**src/hdl/rowg_pkg.sv**
```systemverilog
// Package for the repeated Ormsby wavelet generator: widths, constants,
// register indexes and the CORDIC arctangent table.
// No dependencies.
`default_nettype none
package rowg_pkg;
	localparam int FREQ_W   = 24;
	localparam int TIME_W   = 32;
	localparam int RCNT_W   = 5;
	localparam int SCALE_W  = 24;
	localparam int AMP_W    = 32;
	localparam int MUL_W    = 36;
	localparam int DIV_W    = 64;
	localparam int CRD_W    = 34;
	localparam int SINE_W   = 31;
	localparam int CRD_STEPS = 30;
	localparam int ADDR_W   = 5;

	localparam logic [31:0] PI_Q30 = 32'd3373259426;
	localparam logic signed [CRD_W-1:0] CORDIC_GAIN = 34'sd652032874;

	localparam logic [2:0] REG_FREQ_ONE    = 3'd0;
	localparam logic [2:0] REG_FREQ_TWO    = 3'd1;
	localparam logic [2:0] REG_FREQ_THREE  = 3'd2;
	localparam logic [2:0] REG_FREQ_FOUR   = 3'd3;
	localparam logic [2:0] REG_PEAK_PERIOD = 3'd4;
	localparam logic [2:0] REG_REPEAT_CNT  = 3'd5;
	localparam logic [2:0] REG_AMP_SCALE   = 3'd6;

	function automatic logic signed [CRD_W-1:0] atan_val(input logic [4:0] idx);
		logic signed [CRD_W-1:0] v;
		case (idx)
			5'd0:  v = 34'sh3243F6A8;
			5'd1:  v = 34'sh1DAC6705;
			5'd2:  v = 34'sh0FADBAFC;
			5'd3:  v = 34'sh07F56EA6;
			5'd4:  v = 34'sh03FEAB76;
			5'd5:  v = 34'sh01FFD55B;
			5'd6:  v = 34'sh00FFFAAA;
			5'd7:  v = 34'sh007FFF55;
			5'd8:  v = 34'sh003FFFEA;
			5'd9:  v = 34'sh001FFFFD;
			5'd10: v = 34'sh000FFFFF;
			5'd11: v = 34'sh0007FFFF;
			5'd12: v = 34'sh0003FFFF;
			5'd13: v = 34'sh0001FFFF;
			5'd14: v = 34'sh0000FFFF;
			5'd15: v = 34'sh00007FFF;
			5'd16: v = 34'sh00003FFF;
			5'd17: v = 34'sh00001FFF;
			5'd18: v = 34'sh00000FFF;
			5'd19: v = 34'sh000007FF;
			5'd20: v = 34'sh000003FF;
			5'd21: v = 34'sh000001FF;
			5'd22: v = 34'sh000000FF;
			5'd23: v = 34'sh0000007F;
			5'd24: v = 34'sh0000003F;
			5'd25: v = 34'sh0000001F;
			5'd26: v = 34'sh0000000F;
			5'd27: v = 34'sh00000008;
			5'd28: v = 34'sh00000004;
			5'd29: v = 34'sh00000002;
			default: v = '0;
		endcase
		return v;
	endfunction
endpackage
`default_nettype wire

```
**src/hdl/rowg_mul.sv**
```systemverilog
// Shared signed multiplier with a registered, enabled product.
// Depends on rowg_pkg.
`default_nettype none
module rowg_mul (
	input  wire logic                              clk,
	input  wire logic                              en,
	input  wire logic signed [rowg_pkg::MUL_W-1:0] a,
	input  wire logic signed [rowg_pkg::MUL_W-1:0] b,
	output logic signed [2*rowg_pkg::MUL_W-1:0]    p
);
	logic signed [2*rowg_pkg::MUL_W-1:0] p_q;

	always_ff @(posedge clk) begin
		if (en) begin
			p_q <= a * b;
		end
	end

	assign p = p_q;
endmodule
`default_nettype wire

```
**config.mk**
```make
export PLATFORM = sky130hd
export DESIGN_NAME = rowg_mul
export DESIGN_NICKNAME = d
export VERILOG_FILES = /design/src/hdl/rowg_pkg.sv /design/src/hdl/rowg_mul.sv
export SDC_FILE = /design/constraint.sdc
export NUM_CORES = 2
export LEC_CHECK = 0
export ABC_AREA = 1
export ABC_CLOCK_PERIOD_IN_PS = 10960
export BUFFER_PORTS_ARGS = -buffer_cell sky130_fd_sc_hd__buf_2
export CAP_MARGIN = 25
export CELL_PAD_IN_SITES_DETAIL_PLACEMENT = 0
export CELL_PAD_IN_SITES_GLOBAL_PLACEMENT = 2
export CORE_AREA = 2 2 445 315
export CTS_CLUSTER_DIAMETER = 30
export DETAILED_ROUTE_END_ITERATION = 7
export DIE_AREA = 0 0 447 317
export PLACE_DENSITY = 0.87
export SLEW_MARGIN = 30
export SYNTH_ARGS = -nofsm -noshare
export SYNTH_HDL_FRONTEND = slang
export SYNTH_SLANG_ARGS = --single-unit
export TNS_END_PERCENT = 10
```
**constraint.sdc**
```tcl
create_clock -name clk -period 10.96 [get_ports clk]
set_input_delay 3.288 -clock clk [delete_from_list [all_inputs] [get_ports clk]]
set_output_delay 3.288 -clock clk [all_outputs]
set_load 0.005 [all_outputs]
```
==> results.py <==
metrics = {
    "status": {
        "outcome": "finished, violations left",
        "violations": "design-rule violations",
    },
    "synth": {
        "synth_flop_cell": "edfxtp_1",
        "synth_top_area_share_pct": 54.6,
        "synth_area_leaders": "fa_1, inv_1, nand2_1",
        "synth_area_um2": 50500,
        "synth_seq_cells": 72,
        "synth-edff-count": 72,
        "ys_seq_area_share_pct": 4.28,
        "synth_cell_types": 38,
        "syn_inst": 6236,
        "syn_avg_cell_area_um2": 8.10,
        "async_flop_share_pct": 0,
        "syn-num-nets": 7908,
        "synthMostInstantiatedCell": "inv_1",
        "yosysTopAreaCell": "fa_1",
        "synthTopCellsByCount": "inv_1, nand2_1, fa_1, clkbuf_1, ha_1",
        "yosysWarnings": 0,
    },
    "placement": {
        "io_buffers": 145,
        "place_ws_ps": -38.0,
        "gp_congestion": 0.944,
        "placed_cells": 8160,
        "dp_hpwl_um": 145000,
    },
    "cts": {
        "numCtsBuffers": 9,
        "cts_hold_buf": 0,
        "clock-sinks": 72,
        "ctsResizeCount": 0,
        "cts_setup_buffers": 0,
        "cts_root_buf": "clkbuf_16",
        "path_clk_slew_ps": 80,
        "cts_tree": "built",
        "cts.path.max_buffers": 2,
        "htree_levels": 3,
    },
    "grt": {
        "antenna_found_initial": 2,
        "grt_pass1_vias": 41700,
        "grt_overflow": 0,
        "grt_max_degree": 56,
        "grt_use_total_pct": 24.6,
        "grt_pass1_wl_um": 262000,
    },
    "sta": {
        "layout_min_cycle_time_ps": 10610,
        "setup_violations": 0,
        "fin_setup_tns_ps": 0,
        "relSlewSlack_pct": 38.7,
        "drv_slew": 0,
        "setup_slack_ps": 348,
        "whs_ps": 3330,
        "fmax_ghz": 0.0942,
        "fin_crit_sh_pct": 96.8,
        "grt_setup_unrepaired": "no",
        "hold_violations": 0,
        "worstMarginPinSlew_ps": 919,
    },
    "floorplan": {
        "core_um2": 137000,
        "dieWidth_um": 447,
        "die_h_um": 317,
        "dieArea_um2": 142000,
        "ioPinCount": 146,
        "row_count": 114,
        "initial_core_util_pct": 36.8,
    },
    "routing": {
        "drtPass1Iterations": 8,
        "antenna_left": 0,
        "vias": 38400,
        "route.detailed.drc": 3,
        "routed_via_density": 4.70,
        "routed_wl_um": 167000,
        "post_drt_wl_per_cell_um": 20.5,
        "initialDrtViolationCount": 3162,
    },
    "worst_setup_path": {
        "startpoint_type": "input port",
        "crit_arrival_ps": 10700,
        "critPathMaxFanout": 19,
        "slowest_delay_ps": 660,
        "path_common_cell": "fa_1",
        "required_ps": 11050,
        "critical_path.slowest_cell": "fa_1",
        "worstSetupPathType": "input port to flop",
        "cp-end-kind": "flop",
    },
    "cells_and_area": {
        "nets": 7987,
        "instances_no_fill": 8176,
        "fillerInstances": 14100,
        "drive_gt1_share_pct": 7.06,
        "syn_to_final_growth_pct": 8.04,
        "diodes": 0,
        "largest_reg_flops": 72,
    },
    "worst_hold_path": {
        "hold_class": "input port to flop",
    },
    "flow_run": {
        "max_cap_violations": 0,
    },
}
## cells by family after synthesis
group                      after synthesis  synth area share [%]
buffers and inverters                 2348                  17.4
xor gates and xnor gates                47                 0.815
DFF                                     72                  4.28
adders and majority gates             1598                  60.0
and+or+nand+nor                       2009                  15.6
AOI/OAI and AO/OA                      162                  1.80
## cell type report
type | instances | area [µm²] | share of cell area (%)
multi-input combinational | 3816 | 39600 | 72.5
inverter | 2061 | 7740 | 14.2
timing repair buffer | 355 | 2530 | 4.63
tap | 1856 | 2320 | 4.25
sequential | 72 | 2160 | 3.96
clock buffer | 9 | 225 | 0.412
clock inverter | 7 | 61.3 | 0.112
## metrics by stage
| step | cell area [µm²] | util [%] |
|---|---|---|
| 3_3_place_gp | 54300 | 39.6 |
| 3_5_place_dp | 54300 | 39.6 |
| 5_1_grt | 54600 | 39.8 |
| 6_report | 54600 | 39.8 |
| 2_1_floorplan | 50500 | - |
| 4_1_cts | 54600 | 39.8 |
## routing by layer
layer  GRT usage [%]  wire length [µm]  up-vias
met1            37.1             78700    19700
met4            2.56              1730        0
met3            4.65             14700       96
met2            38.0             72300     1432
li1                -                 -    17200
met5               0                 0        -
## worst max-delay path: cells and delay by family
| family | cells | cell delay [ps] |
|---|---|---|
| adders and majority gates | 9 | 4510 |
| buffers and inverters | 7 | 1340 |
| AOI/OAI and AO/OA | 4 | 910 |
| and+or+nand+nor | 5 | 600 |
## final timing paths
| path | from | end | slack [ps] | depth (start not counted) |
|---|---|---|---|---|
| hold / removal | en | p[46]$_DFFE_PP_ | 3330 | 1 |
| setup / recovery | b[22] | p[62]$_DFFE_PP_ | 350 | 25 |
## layout by cell type (no fill, tap or decap), types with 2 or more instances in the layout
| cell | count |
|---|---|
| nand2_1 | 1657 |
| a21o_1 | 3 |
| xnor2_1 | 7 |
| nand4_1 | 14 |
| ha_1 | 219 |
| o21ai_0 | 37 |
| buf_4 | 193 |
| inv_6 | 4 |
| o21bai_1 | 18 |
| fa_1 | 1379 |
| clkinvlp_4 | 2 |
| buf_12 | 18 |
| clkbuf_16 | 9 |
| inv_2 | 8 |
| o21a_1 | 4 |
| nor2_2 | 20 |
| nor2_1 | 187 |
| a21oi_1 | 85 |
| a21oi_2 | 4 |
| nand2_2 | 19 |
| nand3_1 | 74 |
| buf_2 | 144 |
| nand3_2 | 3 |
| nor3_1 | 8 |
| inv_1 | 2051 |
| o21ai_1 | 7 |
| clkinv_1 | 2 |
| nand3b_1 | 3 |
| nor3_2 | 4 |
| xor2_1 | 40 |
| o21ai_2 | 2 |
| nor4_1 | 3 |
| or2_2 | 11 |
| edfxtp_1 | 72 |
Power is not shown: default switching activity piles up to over one toggle a cycle in this logic, so the estimate is an artifact.
