<file path="src/hdl/rowg_pkg.sv">
// Package for the repeated Ormsby wavelet generator: widths, constants,
// register indexes and the CORDIC arctangent table.
// No dependencies.
`default_nettype none
package rowg_pkg;
	localparam int FREQ_W   = 24;
	localparam int TIME_W   = 32;
	localparam int RCNT_W   = 5;
	localparam int SCALE_W  = 24;
	localparam int AMP_W    = 32;
	localparam int MUL_W    = 36;
	localparam int DIV_W    = 64;
	localparam int CRD_W    = 34;
	localparam int SINE_W   = 31;
	localparam int CRD_STEPS = 30;
	localparam int ADDR_W   = 5;

	localparam logic [31:0] PI_Q30 = 32'd3373259426;
	localparam logic signed [CRD_W-1:0] CORDIC_GAIN = 34'sd652032874;

	localparam logic [2:0] REG_FREQ_ONE    = 3'd0;
	localparam logic [2:0] REG_FREQ_TWO    = 3'd1;
	localparam logic [2:0] REG_FREQ_THREE  = 3'd2;
	localparam logic [2:0] REG_FREQ_FOUR   = 3'd3;
	localparam logic [2:0] REG_PEAK_PERIOD = 3'd4;
	localparam logic [2:0] REG_REPEAT_CNT  = 3'd5;
	localparam logic [2:0] REG_AMP_SCALE   = 3'd6;

	function automatic logic signed [CRD_W-1:0] atan_val(input logic [4:0] idx);
		logic signed [CRD_W-1:0] v;
		case (idx)
			5'd0:  v = 34'sh3243F6A8;
			5'd1:  v = 34'sh1DAC6705;
			5'd2:  v = 34'sh0FADBAFC;
			5'd3:  v = 34'sh07F56EA6;
			5'd4:  v = 34'sh03FEAB76;
			5'd5:  v = 34'sh01FFD55B;
			5'd6:  v = 34'sh00FFFAAA;
			5'd7:  v = 34'sh007FFF55;
			5'd8:  v = 34'sh003FFFEA;
			5'd9:  v = 34'sh001FFFFD;
			5'd10: v = 34'sh000FFFFF;
			5'd11: v = 34'sh0007FFFF;
			5'd12: v = 34'sh0003FFFF;
			5'd13: v = 34'sh0001FFFF;
			5'd14: v = 34'sh0000FFFF;
			5'd15: v = 34'sh00007FFF;
			5'd16: v = 34'sh00003FFF;
			5'd17: v = 34'sh00001FFF;
			5'd18: v = 34'sh00000FFF;
			5'd19: v = 34'sh000007FF;
			5'd20: v = 34'sh000003FF;
			5'd21: v = 34'sh000001FF;
			5'd22: v = 34'sh000000FF;
			5'd23: v = 34'sh0000007F;
			5'd24: v = 34'sh0000003F;
			5'd25: v = 34'sh0000001F;
			5'd26: v = 34'sh0000000F;
			5'd27: v = 34'sh00000008;
			5'd28: v = 34'sh00000004;
			5'd29: v = 34'sh00000002;
			default: v = '0;
		endcase
		return v;
	endfunction
endpackage
`default_nettype wire

</file>
<file path="src/hdl/rowg_div.sv">
// Restoring unsigned divider, one quotient bit per cycle.
// Depends on rowg_pkg.
`default_nettype none
module rowg_div (
	input  wire logic                        clk,
	input  wire logic                        arst_n,
	input  wire logic                        start,
	input  wire logic [rowg_pkg::DIV_W-1:0]  num,
	input  wire logic [rowg_pkg::DIV_W-1:0]  den,
	output logic                             busy,
	output logic                             done,
	output logic [rowg_pkg::DIV_W-1:0]       quo
);
	localparam int W = rowg_pkg::DIV_W;
	localparam int C_W = $clog2(W);

	logic [W:0]     rem_q;
	logic [W-1:0]   quo_q;
	logic [W-1:0]   den_q;
	logic [C_W-1:0] cnt_q;
	logic           run_q;
	logic           done_q;
	logic [W:0]     trial;

	assign trial = {rem_q[W-1:0], quo_q[W-1]};

	always_ff @(posedge clk or negedge arst_n) begin
		if (!arst_n) begin
			run_q  <= 1'b0;
			done_q <= 1'b0;
			cnt_q  <= '0;
		end else begin
			done_q <= 1'b0;
			if (start) begin
				run_q <= 1'b1;
				cnt_q <= '0;
			end else if (run_q) begin
				cnt_q <= cnt_q + 1'b1;
				if (cnt_q == C_W'(W - 1)) begin
					run_q  <= 1'b0;
					done_q <= 1'b1;
				end
			end
		end
	end

	always_ff @(posedge clk) begin
		if (start) begin
			rem_q <= '0;
			quo_q <= num;
			den_q <= den;
		end else if (run_q) begin
			if (trial >= {1'b0, den_q}) begin
				rem_q <= trial - {1'b0, den_q};
				quo_q <= {quo_q[W-2:0], 1'b1};
			end else begin
				rem_q <= trial;
				quo_q <= {quo_q[W-2:0], 1'b0};
			end
		end
	end

	assign busy = run_q;
	assign done = done_q;
	assign quo  = quo_q;
endmodule
`default_nettype wire

</file>
<file path="config.mk">
export PLATFORM = sky130hd
export DESIGN_NAME = rowg_div
export DESIGN_NICKNAME = d
export VERILOG_FILES = /design/src/hdl/rowg_pkg.sv /design/src/hdl/rowg_div.sv
export SDC_FILE = /design/constraint.sdc
export NUM_CORES = 1
export LEC_CHECK = 0
export CAP_MARGIN = 10
export CORE_MARGIN = 2
export CORE_UTILIZATION = 59
export CTS_CLUSTER_SIZE = 30
export DETAILED_ROUTE_END_ITERATION = 10
export DONT_BUFFER_PORTS = 1
export PLACE_DENSITY = 0.73
export SYNTH_ARGS = -nofsm -noshare
export SYNTH_HDL_FRONTEND = slang
export SYNTH_SLANG_ARGS = --single-unit
</file>
<file path="constraint.sdc">
create_clock -name clk -period 4.05 [get_ports clk]
set_input_delay 0.405 -clock clk [delete_from_list [all_inputs] [get_ports clk]]
set_output_delay 0.405 -clock clk [all_outputs]
set_load 0.05 [all_outputs]
</file>
==> impl_metrics.env <==
export IMPL_setup_ws_ns=0.1953
export IMPL_cp_arrival_ns=4.21
export IMPL_min_path_type="input pin to flip-flop"
export IMPL_r2r_cells=14
export IMPL_maxCapViolations=0
export IMPL_core_rowCount=53
export IMPL_syn2layout_area_growth_pct=6.770
export IMPL_finalSetupViolations=0
export IMPL_yosysSeqAreaShare_pct=42.75
export IMPL_finalSetupTns_ns=0
export IMPL_skew_ns=0.02255
export IMPL_io_pin_count=197
export IMPL_finalCriticalPeriod_ns=3.855
export IMPL_synth_compound_area_share_pct=20.96
export IMPL_synth_xor_area_share_pct=4.219
export IMPL_place_congestion=0.9312
export IMPL_cts_sinks=200
export IMPL_antenna_found_initial=2
export IMPL_cts_root_buffer="clkbuf_16"
export IMPL_post_place_ws_ns=0.2463
export IMPL_slew_headroom_pct=21.84
export IMPL_grt_pass1_vias=9580
export IMPL_antenna_left=0
export IMPL_yosys_most_used_dff="edfxtp_1"
export IMPL_synth_nets=1499
export IMPL_synth_fa_ha_area_share_pct=6.690
export IMPL_cts_buffers=17
export IMPL_io_buffers=0
export IMPL_path_cells="inv_1 -> ha_1 -> a21oi_1 -> o21ai_0 -> a221oi_1 -> o21ai_0 -> a211o_1 -> o211ai_2 -> a2111oi_4 -> o31ai_4 -> buf_6 -> buf_4 -> nand3_1 -> a311oi_1"
export IMPL_overflow=0
export IMPL_r2r_end="rem_q[16]$_SDFFE_PP0P_"
export IMPL_clockBufferDepth=2
export IMPL_whs_endpoint="den_q[55]$_DFFE_PP_"
export IMPL_multi_input_area_um2=6389
export IMPL_final_common_cell="edfxtp_1"
export IMPL_hold_path_startpoint="den[55]"
export IMPL_viasPerCell=6.369
export IMPL_r2r_slack_ns=0.20
export IMPL_p_total_mw=9.216
export IMPL_hold_viol_final=0
export IMPL_hold_depth=0
export IMPL_crit_slowest_cell="a221oi_1"
export IMPL_synth_area_um2=12460
export IMPL_wl_um=30640
export IMPL_routedWlPerCell_um=19.75
export IMPL_initial_core_util_pct=59.63
export IMPL_cp_top_family="compound AO/OA/AOI/OAI gates"
export IMPL_rsz0062_at_grt="no"
export IMPL_fin_nets=1458
export IMPL_cts_tree="yes"
export IMPL_grt_max_degree=195
export IMPL_required_ns=4.41
export IMPL_rr_startpoint="den_q[18]$_DFFE_PP_"
export IMPL_cpPeakStageDelay_ns=0.43
export IMPL_core_um2=20890
export IMPL_num_fill_cells=1705
export IMPL_die_w_um=149.3
export IMPL_cpMostUsedCell="o21ai_0"
export IMPL_htree_levels=4
export IMPL_crit_fanout=15
export IMPL_cellPowerDensity_nw_per_um2=693.0
export IMPL_firstDrtPassIters=5
export IMPL_drv_slew=0
export IMPL_ff_latch_area_um2=5329
export IMPL_design_area_um2=13300
export IMPL_yosys_area_share_simple_pct=13.35
export IMPL_postPlaceCellArea_um2=12640
export IMPL_synth_edf_count=128
export IMPL_syn_mean_instance_area_um2=9.567
export IMPL_grt_pass1_wl_um=49080
export IMPL_finalCritPeriodShare_pct=95.18
export IMPL_place_hpwl_um=21500
export IMPL_drtIter0Drc=805
export IMPL_layout_common_cells="edfxtp_1 (128), nor2_1 (121), inv_1 (91)"
export IMPL_syn_inst=1302
export IMPL_postSynth_asyncResetShare_pct=4.000
export IMPL_grt_usage_pct=27.65
export IMPL_synth_top_family_by_area="compound AO/OA/AOI/OAI gates"
export IMPL_ys_seq_elements=200
export IMPL_outcome="finished, final reports clean"
export IMPL_die_area_um2=22290
export IMPL_max_vdd_ir_drop_v=0.0004223
export IMPL_crit_type="flip-flop to flip-flop"
export IMPL_die_height_um=149.3
export IMPL_clk_latency_ns=0.46
export IMPL_leakagePower_nw=5.365
export IMPL_cts_clk_slew_worst_paths_ns=0.09
export IMPL_synth_mux_area_share_pct=5.957
export IMPL_drive_above_1_share_pct=11.70
export IMPL_drc=0
export IMPL_yosys_warnings=0
export IMPL_vias=9879
export IMPL_start_kind="flip-flop"
export IMPL_fmax_mhz=259.4
export IMPL_synth_cell_type_count=73
export IMPL_worstMarginPinSlew_ns=1.172
export IMPL_path_buf_inv=3
export IMPL_fin_util_pct=63.67
export IMPL_endpoint_kind="flip-flop"
area by class of cell:
class	instances	share of cell area [%]
well taps	275	2.587
multi-input cells	922	48.04
repair buffers	29	1.872
clock inverters	15	1.628
flip-flops and latches	200	40.07
inverters	91	2.568
clock buffers	17	3.199
diodes	2	0.03763
logic make-up (layout without fill, tap and decap cells):
family          Yosys count  after routing
compound gates          380            380
simple gates            350            350
flops                   200            200
buf+inv                 180            152
fa+ha+maj                66             66
mux                      66             66
xor+xnor                 60             60
other cells               0              2
per-layer routing:
metal / up-vias / routed length [µm] / global-route usage [%]
li1: 4752 / - / -
met1: 4663 / 13290 / 36.41
met2: 406 / 14440 / 45.51
met3: 58 / 2229 / 6.177
met4: 0 / 683 / 8.905
met5: - / 0 / 0
stage by stage:
step	instances	hold slack, ns
2_1_floorplan	1302	0.1094
3_3_place_gp	1516	0.1097
3_5_place_dp	1516	0.1097
4_1_cts	1549	0.02274
5_1_grt	1551	0.02458
6_report	1551	0.03009
power breakdown:
group          internal [mW]  switching [mW]
clock network          0.871           0.968
logic                   1.71            2.49
registers               2.60           0.572
total                   5.18            4.03
flip-flops by register name (all words and copies together) (netlist names):
| signal | flops |
|---|---|
| rem_q | 64 |
| quo | 64 |
| den_q | 64 |
| cnt_q | 6 |
| done | 1 |
| busy | 1 |
worst max-delay path by stage:
| stage | startpoint | endpoint | cells past startpoint | slack [ns] |
|---|---|---|---|---|
| 6_report | den_q[18]$_DFFE_PP_ | rem_q[16]$_SDFFE_PP0P_ | 14 | 0.20 |
| 5_1_grt | den_q[16]$_DFFE_PP_ | rem_q[62]$_SDFFE_PP0P_ | 13 | 0.03 |
| 4_1_cts | den_q[18]$_DFFE_PP_ | rem_q[10]$_SDFFE_PP0P_ | 14 | 0.22 |
| 3_5_place_dp | den_q[18]$_DFFE_PP_ | rem_q[10]$_SDFFE_PP0P_ | 14 | 0.25 |
| 3_3_place_gp | den_q[18]$_DFFE_PP_ | rem_q[13]$_SDFFE_PP0P_ | 14 | 0.38 |
| 2_1_floorplan | quo[63]$_DFFE_PP_ | rem_q[1]$_SDFFE_PP0P_ | 13 | 0.47 |
synth_stat cells (all sizes together) (8+ instances only):
library cell	n	share of area, %
a2111oi	12	1.5
a211oi	17	1.0
a21o	32	1.9
a21oi	84	3.4
a311oi	52	3.7
a31oi	11	0.55
and3	11	0.55
buf	27	1.4
clkbuf	62	1.9
dfrtp	8	1.6
dfxtp	64	10
edfxtp	128	31
ha	65	6.5
inv	91	2.7
mux2	65	5.9
nand2	57	1.8
nand2b	10	0.50
nand3	73	2.9
nand4	30	1.5
nor2	122	3.7
nor3	13	0.56
nor4	9	0.45
o211ai	11	0.70
o21ai	102	4.1
o21bai	12	0.72
xnor2	39	2.7
xor2	21	1.5
repair_timing:
item                       CTS  global route
hold buffers                 1             0
resized for setup            0             1
setup endpoints to repair    0             2
hold endpoints to repair     8             0
setup buffers                0             0
Power figures use the tool's default switching activity.
